--- config.mk ---
export PLATFORM = sky130hd
export DESIGN_NAME = fermat_primality_check_core_flat
export DESIGN_NICKNAME = d
export VERILOG_FILES = /design/src/hdl/fpc_pkg.sv /design/src/hdl/fpc_if.sv /design/src/hdl/fpc_datapath.sv /design/src/hdl/fpc_controller.sv /design/src/hdl/fermat_primality_check_core.sv /design/src/flat_wrapper.sv
export SDC_FILE = /design/constraint.sdc
export NUM_CORES = 1
export LEC_CHECK = 0
export ABC_AREA = 1
export BUFFER_PORTS_ARGS = -buffer_cell sky130_fd_sc_hd__buf_2
export CORE_ASPECT_RATIO = 2
export CORE_MARGIN = 8
export CORE_UTILIZATION = 50
export CTS_CLUSTER_SIZE = 40
export DETAILED_ROUTE_END_ITERATION = 6
export PLACE_DENSITY = 0.64
export SETUP_SLACK_MARGIN = 0.05
export SKIP_LAST_GASP = 1
export SYNTH_ARGS = -nofsm -noshare
export SYNTH_HDL_FRONTEND = slang
export SYNTH_SLANG_ARGS = --single-unit
--- constraint.sdc ---
create_clock -name i_clk -period 10.4 [get_ports i_clk]
set_clock_uncertainty 0.05 [all_clocks]
set_input_delay 1.04 -clock i_clk [delete_from_list [all_inputs] [get_ports i_clk]]
set_output_delay 1.04 -clock i_clk [all_outputs]
set_load 0.03 [all_outputs]
--- src/hdl/fpc_pkg.sv ---
`default_nettype none
package fpc_pkg;

    typedef enum logic [1:0] {
        RSN_PASS       = 2'd0,
        RSN_SMALL_EVEN = 2'd1,
        RSN_SHARED     = 2'd2,
        RSN_FERMAT     = 2'd3
    } t_reason;

    typedef enum logic [1:0] {
        MM_REDUCE = 2'd0,
        MM_SQUARE = 2'd1,
        MM_MULT   = 2'd2
    } t_mm_sel;

    typedef struct packed {
        logic    load;
        logic    gcd_start;
        logic    gcd_step;
        logic    mm_start;
        t_mm_sel mm_sel;
        logic    acc_init;
        logic    take_b;
        logic    take_acc;
        logic    exp_shift;
    } t_dp_cmd;

    typedef struct packed {
        logic n_bad;
        logic gcd_zero;
        logic gcd_one;
        logic mm_busy;
        logic exp_bit;
        logic acc_one;
    } t_dp_sts;

endpackage
`default_nettype wire

--- src/hdl/fpc_if.sv ---
`default_nettype none
interface fpc_in_if;
    logic        valid;
    logic        ready;
    logic [30:0] number;
    logic [30:0] witness;
    logic        last_round;

    modport source (output valid, number, witness, last_round, input ready);
    modport sink   (input valid, number, witness, last_round, output ready);
endinterface

interface fpc_out_if;
    logic       valid;
    logic       ready;
    logic       probable_prime;
    logic [1:0] verdict_reason;

    modport source (output valid, probable_prime, verdict_reason, input ready);
    modport sink   (input valid, probable_prime, verdict_reason, output ready);
endinterface
`default_nettype wire

--- src/hdl/fpc_datapath.sv ---
`default_nettype none
module fpc_datapath
    import fpc_pkg::*;
#(
    parameter int NUM_WIDTH = 32
) (
    input  wire logic        i_clk,
    input  wire logic        i_rst_n,
    input  wire logic [30:0] i_number,
    input  wire logic [30:0] i_witness,
    input  wire t_dp_cmd     i_cmd,
    output t_dp_sts          o_sts
);
    localparam int W  = NUM_WIDTH;
    localparam int CW = $clog2(W);

    logic [W-1:0]  r_n, r_a, r_e, r_acc, r_b;
    logic [W-1:0]  r_gx, r_gy;
    logic [W-1:0]  r_mx, r_my, r_macc;
    logic [CW-1:0] r_mcnt;
    logic          r_mph;
    logic          r_mbusy;

    // (x + y) mod m for x, y < m
    function automatic logic [W-1:0] add_mod(input logic [W-1:0] x,
                                             input logic [W-1:0] y,
                                             input logic [W-1:0] m);
        logic [W-1:0] room;
        room = m - y;
        return (x >= room) ? (x - room) : (x + y);
    endfunction

    always_ff @(posedge i_clk) begin
        if (i_cmd.load) begin
            r_n <= W'(i_number);
            r_a <= W'(i_witness);
            r_e <= W'(i_number) - W'(1);
        end else if (i_cmd.exp_shift) begin
            r_e <= {r_e[W-2:0], 1'b0};
        end

        if (i_cmd.gcd_start) begin
            r_gx <= r_a;
            r_gy <= r_n;
        end else if (i_cmd.gcd_step && (r_gx != '0)) begin
            if (!r_gx[0]) begin
                r_gx <= r_gx >> 1;
            end else if (r_gx >= r_gy) begin
                r_gx <= r_gx - r_gy;
            end else begin
                r_gy <= r_gx;
                r_gx <= r_gy - r_gx;
            end
        end

        if (i_cmd.acc_init) begin
            r_acc <= W'(1);
        end else if (i_cmd.take_acc) begin
            r_acc <= r_macc;
        end
        if (i_cmd.take_b) begin
            r_b <= r_macc;
        end

        // modular multiply: double then conditional add, one half-step a cycle
        if (i_cmd.mm_start) begin
            case (i_cmd.mm_sel)
                MM_REDUCE: begin
                    r_mx <= W'(1);
                    r_my <= r_a;
                end
                MM_SQUARE: begin
                    r_mx <= r_acc;
                    r_my <= r_acc;
                end
                default: begin
                    r_mx <= r_b;
                    r_my <= r_acc;
                end
            endcase
            r_macc <= '0;
            r_mcnt <= CW'(W - 1);
            r_mph  <= 1'b0;
        end else if (r_mbusy) begin
            if (!r_mph) begin
                r_macc <= add_mod(r_macc, r_macc, r_n);
                if (r_my[W-1]) begin
                    r_mph <= 1'b1;
                end else begin
                    r_my   <= {r_my[W-2:0], 1'b0};
                    r_mcnt <= r_mcnt - CW'(1);
                end
            end else begin
                r_macc <= add_mod(r_macc, r_mx, r_n);
                r_my   <= {r_my[W-2:0], 1'b0};
                r_mcnt <= r_mcnt - CW'(1);
                r_mph  <= 1'b0;
            end
        end

        if (!i_rst_n) begin
            r_mbusy <= 1'b0;
        end else if (i_cmd.mm_start) begin
            r_mbusy <= 1'b1;
        end else if (r_mbusy && (r_mcnt == '0) && (r_mph || !r_my[W-1])) begin
            r_mbusy <= 1'b0;
        end
    end

    assign o_sts.n_bad    = !r_n[0] || (r_n == W'(1));
    assign o_sts.gcd_zero = (r_gx == '0);
    assign o_sts.gcd_one  = (r_gy == W'(1));
    assign o_sts.mm_busy  = r_mbusy;
    assign o_sts.exp_bit  = r_e[W-1];
    assign o_sts.acc_one  = (r_acc == W'(1));

endmodule
`default_nettype wire

--- src/hdl/fpc_controller.sv ---
`default_nettype none
module fpc_controller
    import fpc_pkg::*;
#(
    parameter int NUM_WIDTH = 32
) (
    input  wire logic i_clk,
    input  wire logic i_rst_n,
    input  wire logic i_in_valid,
    input  wire logic i_last_round,
    output logic      o_in_ready,
    output logic      o_out_valid,
    input  wire logic i_out_ready,
    output logic      o_probable_prime,
    output logic [1:0] o_verdict_reason,
    output t_dp_cmd   o_cmd,
    input  wire t_dp_sts i_sts
);
    localparam int CW = $clog2(NUM_WIDTH);

    typedef enum logic [3:0] {
        S_IDLE, S_CHECK, S_GCD, S_REDUCE, S_WAIT_B, S_SQ, S_WAIT_SQ,
        S_MUL, S_WAIT_MUL, S_NEXT, S_FINAL, S_FINISH
    } t_state;

    t_state        r_state;
    t_reason       r_verdict;
    logic          r_last;
    logic [CW-1:0] r_cnt;
    logic          r_ov;
    logic          accept;

    assign o_in_ready = (r_state == S_IDLE);
    assign accept     = i_in_valid && o_in_ready;

    always_comb begin
        o_cmd           = '0;
        o_cmd.mm_sel    = MM_REDUCE;
        o_cmd.load      = accept;
        case (r_state)
            S_CHECK:    o_cmd.gcd_start = (r_verdict == RSN_PASS) && !i_sts.n_bad;
            S_GCD:      o_cmd.gcd_step  = 1'b1;
            S_REDUCE:   o_cmd.mm_start  = 1'b1;
            S_WAIT_B: begin
                o_cmd.take_b   = !i_sts.mm_busy;
                o_cmd.acc_init = !i_sts.mm_busy;
            end
            S_SQ: begin
                o_cmd.mm_start = 1'b1;
                o_cmd.mm_sel   = MM_SQUARE;
            end
            S_WAIT_SQ:  o_cmd.take_acc = !i_sts.mm_busy;
            S_MUL: begin
                o_cmd.mm_start = 1'b1;
                o_cmd.mm_sel   = MM_MULT;
            end
            S_WAIT_MUL: o_cmd.take_acc  = !i_sts.mm_busy;
            S_NEXT:     o_cmd.exp_shift = 1'b1;
            default: ;
        endcase
    end

    always_ff @(posedge i_clk) begin
        if (!i_rst_n) begin
            r_state   <= S_IDLE;
            r_verdict <= RSN_PASS;
            r_ov      <= 1'b0;
            r_last    <= 1'b0;
            r_cnt     <= '0;
            o_probable_prime <= 1'b0;
            o_verdict_reason <= '0;
        end else begin
            // load a new verdict, else drop the one just taken
            if ((r_state == S_FINISH) && r_last && (!r_ov || i_out_ready)) begin
                r_ov <= 1'b1;
            end else if (r_ov && i_out_ready) begin
                r_ov <= 1'b0;
            end
            case (r_state)
                S_IDLE: begin
                    if (accept) begin
                        r_last  <= i_last_round;
                        r_state <= S_CHECK;
                    end
                end
                S_CHECK: begin
                    if (r_verdict != RSN_PASS) begin
                        r_state <= S_FINISH;
                    end else if (i_sts.n_bad) begin
                        r_verdict <= RSN_SMALL_EVEN;
                        r_state   <= S_FINISH;
                    end else begin
                        r_state <= S_GCD;
                    end
                end
                S_GCD: begin
                    if (i_sts.gcd_zero) begin
                        if (i_sts.gcd_one) begin
                            r_state <= S_REDUCE;
                        end else begin
                            r_verdict <= RSN_SHARED;
                            r_state   <= S_FINISH;
                        end
                    end
                end
                S_REDUCE: r_state <= S_WAIT_B;
                S_WAIT_B: begin
                    if (!i_sts.mm_busy) begin
                        r_cnt   <= CW'(NUM_WIDTH - 1);
                        r_state <= S_SQ;
                    end
                end
                S_SQ: r_state <= S_WAIT_SQ;
                S_WAIT_SQ: begin
                    if (!i_sts.mm_busy) begin
                        r_state <= i_sts.exp_bit ? S_MUL : S_NEXT;
                    end
                end
                S_MUL: r_state <= S_WAIT_MUL;
                S_WAIT_MUL: begin
                    if (!i_sts.mm_busy) begin
                        r_state <= S_NEXT;
                    end
                end
                S_NEXT: begin
                    if (r_cnt == '0) begin
                        r_state <= S_FINAL;
                    end else begin
                        r_cnt   <= r_cnt - CW'(1);
                        r_state <= S_SQ;
                    end
                end
                S_FINAL: begin
                    if (!i_sts.acc_one) begin
                        r_verdict <= RSN_FERMAT;
                    end
                    r_state <= S_FINISH;
                end
                S_FINISH: begin
                    if (!r_last) begin
                        r_state <= S_IDLE;
                    end else if (!r_ov || i_out_ready) begin
                        o_probable_prime <= (r_verdict == RSN_PASS);
                        o_verdict_reason <= r_verdict;
                        r_verdict        <= RSN_PASS;
                        r_state          <= S_IDLE;
                    end
                end
                default: r_state <= S_IDLE;
            endcase
        end
    end

    assign o_out_valid = r_ov;

endmodule
`default_nettype wire

--- src/hdl/fermat_primality_check_core.sv ---
`default_nettype none
// Fermat primality check. Each input item brings a candidate number, one
// witness and a last-round mark; the core keeps the verdict of the current
// run (the first failing round wins) and sends one result item, carrying
// probable_prime and verdict_reason, after the item marked as last round.
// Numbers below 3 and even numbers fail as too small or even; a witness
// sharing a factor with the number fails as shared factor; otherwise the
// core needs witness^(number-1) mod number to equal 1. Items are taken one
// at a time. An item that arrives after a failure in its run goes straight
// to the result, as does a too-small or even number. A full round runs a
// binary GCD, then (NUM_WIDTH+1) modular multiplications and up to
// NUM_WIDTH more for set exponent bits, each multiplication doubling once
// per multiplier bit and adding once per set multiplier bit. A single
// double-and-add modular multiplier serves the reduction, the squarings
// and the multiplications. A finished result waits in an output register
// while the next item is taken in.
module fermat_primality_check_core
    import fpc_pkg::*;
#(
    parameter int NUM_WIDTH = 32
) (
    input  wire logic i_clk,
    input  wire logic i_rst_n,
    fpc_in_if.sink    i_in,
    fpc_out_if.source o_out
);
    t_dp_cmd cmd;
    t_dp_sts sts;

    // sequence the rounds, hold the run verdict and the output register
    fpc_controller #(
        .NUM_WIDTH(NUM_WIDTH)
    ) u_ctl (
        .i_clk           (i_clk),
        .i_rst_n         (i_rst_n),
        .i_in_valid      (i_in.valid),
        .i_last_round    (i_in.last_round),
        .o_in_ready      (i_in.ready),
        .o_out_valid     (o_out.valid),
        .i_out_ready     (o_out.ready),
        .o_probable_prime(o_out.probable_prime),
        .o_verdict_reason(o_out.verdict_reason),
        .o_cmd           (cmd),
        .i_sts           (sts)
    );

    // operand registers, binary GCD and the modular multiplier
    fpc_datapath #(
        .NUM_WIDTH(NUM_WIDTH)
    ) u_dp (
        .i_clk    (i_clk),
        .i_rst_n  (i_rst_n),
        .i_number (i_in.number),
        .i_witness(i_in.witness),
        .i_cmd    (cmd),
        .o_sts    (sts)
    );

endmodule
`default_nettype wire
--- src/flat_wrapper.sv ---
// flat-port wrapper written by rule: the top's interface ports become plain ports
module fermat_primality_check_core_flat import fpc_pkg::*;
#(
    parameter int NUM_WIDTH = 32
)
  (i_clk, i_rst_n, i_in_valid, i_in_number, i_in_witness, i_in_last_round, i_in_ready, o_out_valid, o_out_probable_prime, o_out_verdict_reason, o_out_ready);
  fpc_in_if i_in_i ();
  fpc_out_if o_out_i ();
  input  wire logic i_clk;
  input  wire logic i_rst_n;
  input wire logic [$bits(i_in_i.valid)-1:0] i_in_valid;
  input wire logic [$bits(i_in_i.number)-1:0] i_in_number;
  input wire logic [$bits(i_in_i.witness)-1:0] i_in_witness;
  input wire logic [$bits(i_in_i.last_round)-1:0] i_in_last_round;
  output wire logic [$bits(i_in_i.ready)-1:0] i_in_ready;
  output wire logic [$bits(o_out_i.valid)-1:0] o_out_valid;
  output wire logic [$bits(o_out_i.probable_prime)-1:0] o_out_probable_prime;
  output wire logic [$bits(o_out_i.verdict_reason)-1:0] o_out_verdict_reason;
  input wire logic [$bits(o_out_i.ready)-1:0] o_out_ready;
  assign i_in_i.valid = i_in_valid;
  assign i_in_i.number = i_in_number;
  assign i_in_i.witness = i_in_witness;
  assign i_in_i.last_round = i_in_last_round;
  assign i_in_ready = i_in_i.ready;
  assign o_out_valid = o_out_i.valid;
  assign o_out_probable_prime = o_out_i.probable_prime;
  assign o_out_verdict_reason = o_out_i.verdict_reason;
  assign o_out_i.ready = o_out_ready;
  fermat_primality_check_core #(.NUM_WIDTH(NUM_WIDTH)) u_core (.i_clk(i_clk), .i_rst_n(i_rst_n), .i_in(i_in_i), .o_out(o_out_i));
endmodule
==> impl_results.md <==
- Status: finished clean
- Yosys top cell area share: 0.270
- Unrepaired setup endpoints after global routing: no
- NumNets Final: ~4,200
- Synth cell types: slightly below 60
- Yosys warns: 0
- I/O Buffers: slightly above 70
- Post-cts resize count: 0
- CTS root buffer: clkbuf_16
- TritonCTS Buffers: 35
- Setup crit end: u_core.u_dp.r_macc[1]
- Post-DR vias/cell: a little under 6
- Final min period: ~6.6 ns
- Routed via count: 27,900
- Pins Over Slew Limit: 0
- Hpwl dp: approximately 100 mm
- Synth Register Bits: roughly 340
- Clock Tree Buf Depth: 3
- Io pins: roughly 70
- Worst-margin pin slew: ~1.2 ns
- Synth Cell Area: around 0.028 mm²
- Initial antenna violation count: 1
- Setup crit end kind: flop
- Vias in the first global route: about 29,000
- CP Launch Type: flop
- Post CTS Setup Buffer Count: 0
- Die X: 184 µm
- DR WL/cell: ~26 µm
- Worst-path clk slew: ~0.060 ns
- Tcrit/Tclk final: 0.632
- Syn_nets: about 4,200
- Hold Path Class: flop to flop
- Initial DRC count: ~1,800
- Setup Viol. Count Final: 0
- Chip Height: 352 µm
- # diodes: 0
- Fmax: 0.152 GHz
- Max-cap viol count: 0
- Core Footprint: 0.0560 mm²
- Clk sinks: 341
- Cells after Synth: ~3,900
- CTS tree: built
- Avg Cell Area, Syn: about 7.3 µm²
- Hold buffers post-CTS: 0
- Worst Setup SP: u_core.u_dp.r_n[3]
- Pre-antenna DRT Iters: 6
- Crit Path Category: flop to flop
- Seq/Total Area, Yosys: 0.332
- Slew headroom: 0.163
- Largest net degree at the start of global routing: 65
- Flop2flop setup slack: 3.83 ns
- # DRC: 0
- Gpl congestion: roughly 1.1
- Reg2reg end: u_core.u_dp.r_macc[1]
- Final hold vios: 0
- Synth area leaders: edfxtp_1 (27%), nand2_1 (13%), ha_1 (9.8%)
- GRT Resource Usage Total: 0.374
- Initial Utilization: 0.504
- Layout area overhead: 7.55%
- Critical Path AT: 6.99 ns
- CP required: 10.81 ns
- Total wire length: about 120 mm
- Setup TNS: 0 ns
- Commonest non-fill, non-tap cell in the layout: nand2_1
- R2r worst-path depth: 21
- Rows: roughly 120
- Clk_lat worst skew: 0.57 ns
- ANT nets after route: 0
- Total grt overflow: 0
- DIE AREA: approximately 0.065 mm²
- Highest-count cells in the layout ignoring fill and taps: nand2_1 (963), inv_1 (443), a21oi_1 (359), nor2_1 (317), o21ai_0 (283)
- First-pass GRT wire length: between 150 and 200 mm
- Layout cells sized above 1: 0.0534
- CTS H-Tree Depth: 2
- Worst reg2reg path startpoint: u_core.u_dp.r_n[3]
- Yosys top cell by area: edfxtp_1
- Max FO, Critical Path: 41
- Fillers: slightly below 6,000
## layout make-up
type,instances,area [µm²],area share
well taps,750,938,0.0309
multi-input cells,2995,16700,0.549
clock buffers,40,916,0.0302
clock inverters,23,218,0.00717
flip-flops and latches,341,9370,0.309
repair buffers,96,543,0.0179
inverters,454,1710,0.0562
## kinds of logic (layout without fill, tap and decap cells)
group / after synthesis / in the layout / share of synthesized area
AOI/OAI and AO/OA: 857 / 857 / 0.170
xor gates and xnor gates: 177 / 177 / 0.0549
adders and majority gates: 229 / 229 / 0.103
buffers and inverters: 554 / 613 / 0.0785
DFF: 341 / 341 / 0.332
muxes: 4 / 4 / 0.00142
other: 1 / 1 / 0.000133
and+or+nand+nor: 1727 / 1727 / 0.259
## flip-flops by register name, summed over array words and instances, names as in the netlist
| name | flops |
|---|---|
| u_core.u_dp.r_acc | 32 |
| u_core.u_ctl.r_state | 4 |
| u_core.u_dp.r_b | 32 |
| u_core.u_dp.r_mx | 32 |
| u_core.u_dp.r_mcnt | 5 |
| u_core.u_ctl.o_verdict_reason | 2 |
| u_core.u_dp.r_macc | 32 |
| u_core.u_ctl.r_verdict | 2 |
| u_core.u_dp.r_my | 32 |
| u_core.u_dp.r_a | 31 |
| u_core.u_ctl.o_probable_prime | 1 |
| u_core.u_dp.r_e | 32 |
| u_core.u_dp.r_mbusy | 1 |
| u_core.u_dp.r_n | 31 |
| u_core.u_dp.r_gx | 32 |
| u_core.u_ctl.o_out_valid | 1 |
| u_core.u_ctl.r_last | 1 |
| u_core.u_ctl.r_cnt | 5 |
| u_core.u_dp.r_mph | 1 |
| u_core.u_dp.r_gy | 32 |
## metrics by stage
| stage | cells | hold slack [ns] | util | setup WS (ns) | cell area [µm²] |
|---|---|---|---|---|---|
| finish | 4699 | 0.416 | 0.542 | 3.83 | 30400 |
| global route | 4699 | 0.445 | 0.542 | 3.67 | 30400 |
| CTS | 4699 | 0.417 | 0.542 | 4.23 | 30400 |
| detailed placement | 4636 | 0.402 | 0.522 | 4.30 | 29200 |
| global placement | 4636 | 0.392 | 0.522 | 4.23 | 29200 |
| floorplan | 3890 | 0.379 | - | 5.64 | 28200 |
## layer usage
| metal | GRT usage | vias to the layer above | share of wire |
|---|---|---|---|
| met1 | 0.332 | 13100 | 0.32 |
| li1 | - | 13200 | - |
| met2 | 0.685 | 1041 | 0.52 |
| met5 | 0 | - | 0 |
| met3 | 0.0602 | 527 | 0.049 |
| met4 | 0.375 | 0 | 0.12 |
## synthesized netlist by cell type, drive strengths merged
cell type and n:
clkinv 3, a31o 1, a2bb2oi 2, o211ai 52
buf 49, mux2i 4, nor4 42, dfxtp 87
ha 222, a32o 4, nor3 44, a211oi 5
a21o 28, inv 451, o21bai 27, a21boi 11
nor3b 1, nand4 40, nand3 255, xor2 107
a31oi 12, nand3b 20, edfxtp 254, clkbuf 51
fa 7, or4 2, or2 7, nand2 976
xnor2 70, o21a 44, o31ai 4, a211o 1
a221oi 1, nor2 337, a21oi 361, o2111ai 3
o22a 1, o21ai 299, and3 3, a22o 1
conb 1
## worst max-delay path: stages, from the launching register on
cell and delay, ns:
edfxtp_1 0.89, ha_1 0.41, nand2_1 0.09, inv_1 0.04
a21oi_1 0.58, o21bai_1 0.35, a31oi_1 0.36, o21ai_0 0.26
a21oi_1 0.30, xor2_1 0.21, ha_1 0.31, a21oi_1 0.27
o21ai_0 0.28, nand2_1 0.14, nand2_1 0.07, a21oi_1 0.30
nand3_2 0.77, o21ai_0 0.43, nand2_1 0.09, nand2_1 0.08
inv_1 0.05, a21oi_1 0.12
## worst min-delay path by stage
stage                          startpoint                     to  cells after the start
floorplan           u_core.u_dp.r_mcnt[0]  u_core.u_dp.r_mcnt[0]                      2
global placement    u_core.u_dp.r_mcnt[0]  u_core.u_dp.r_mcnt[0]                      2
detailed placement  u_core.u_dp.r_mcnt[0]  u_core.u_dp.r_mcnt[0]                      2
CTS                 u_core.u_dp.r_mcnt[0]  u_core.u_dp.r_mcnt[0]                      2
global route        u_core.u_dp.r_mcnt[0]  u_core.u_dp.r_mcnt[0]                      2
finish              u_core.u_dp.r_mcnt[0]  u_core.u_dp.r_mcnt[0]                      2
Power is left out: the tool's default activity adds up to more than one toggle a clock period on the data nets, which glitch-free logic cannot reach.
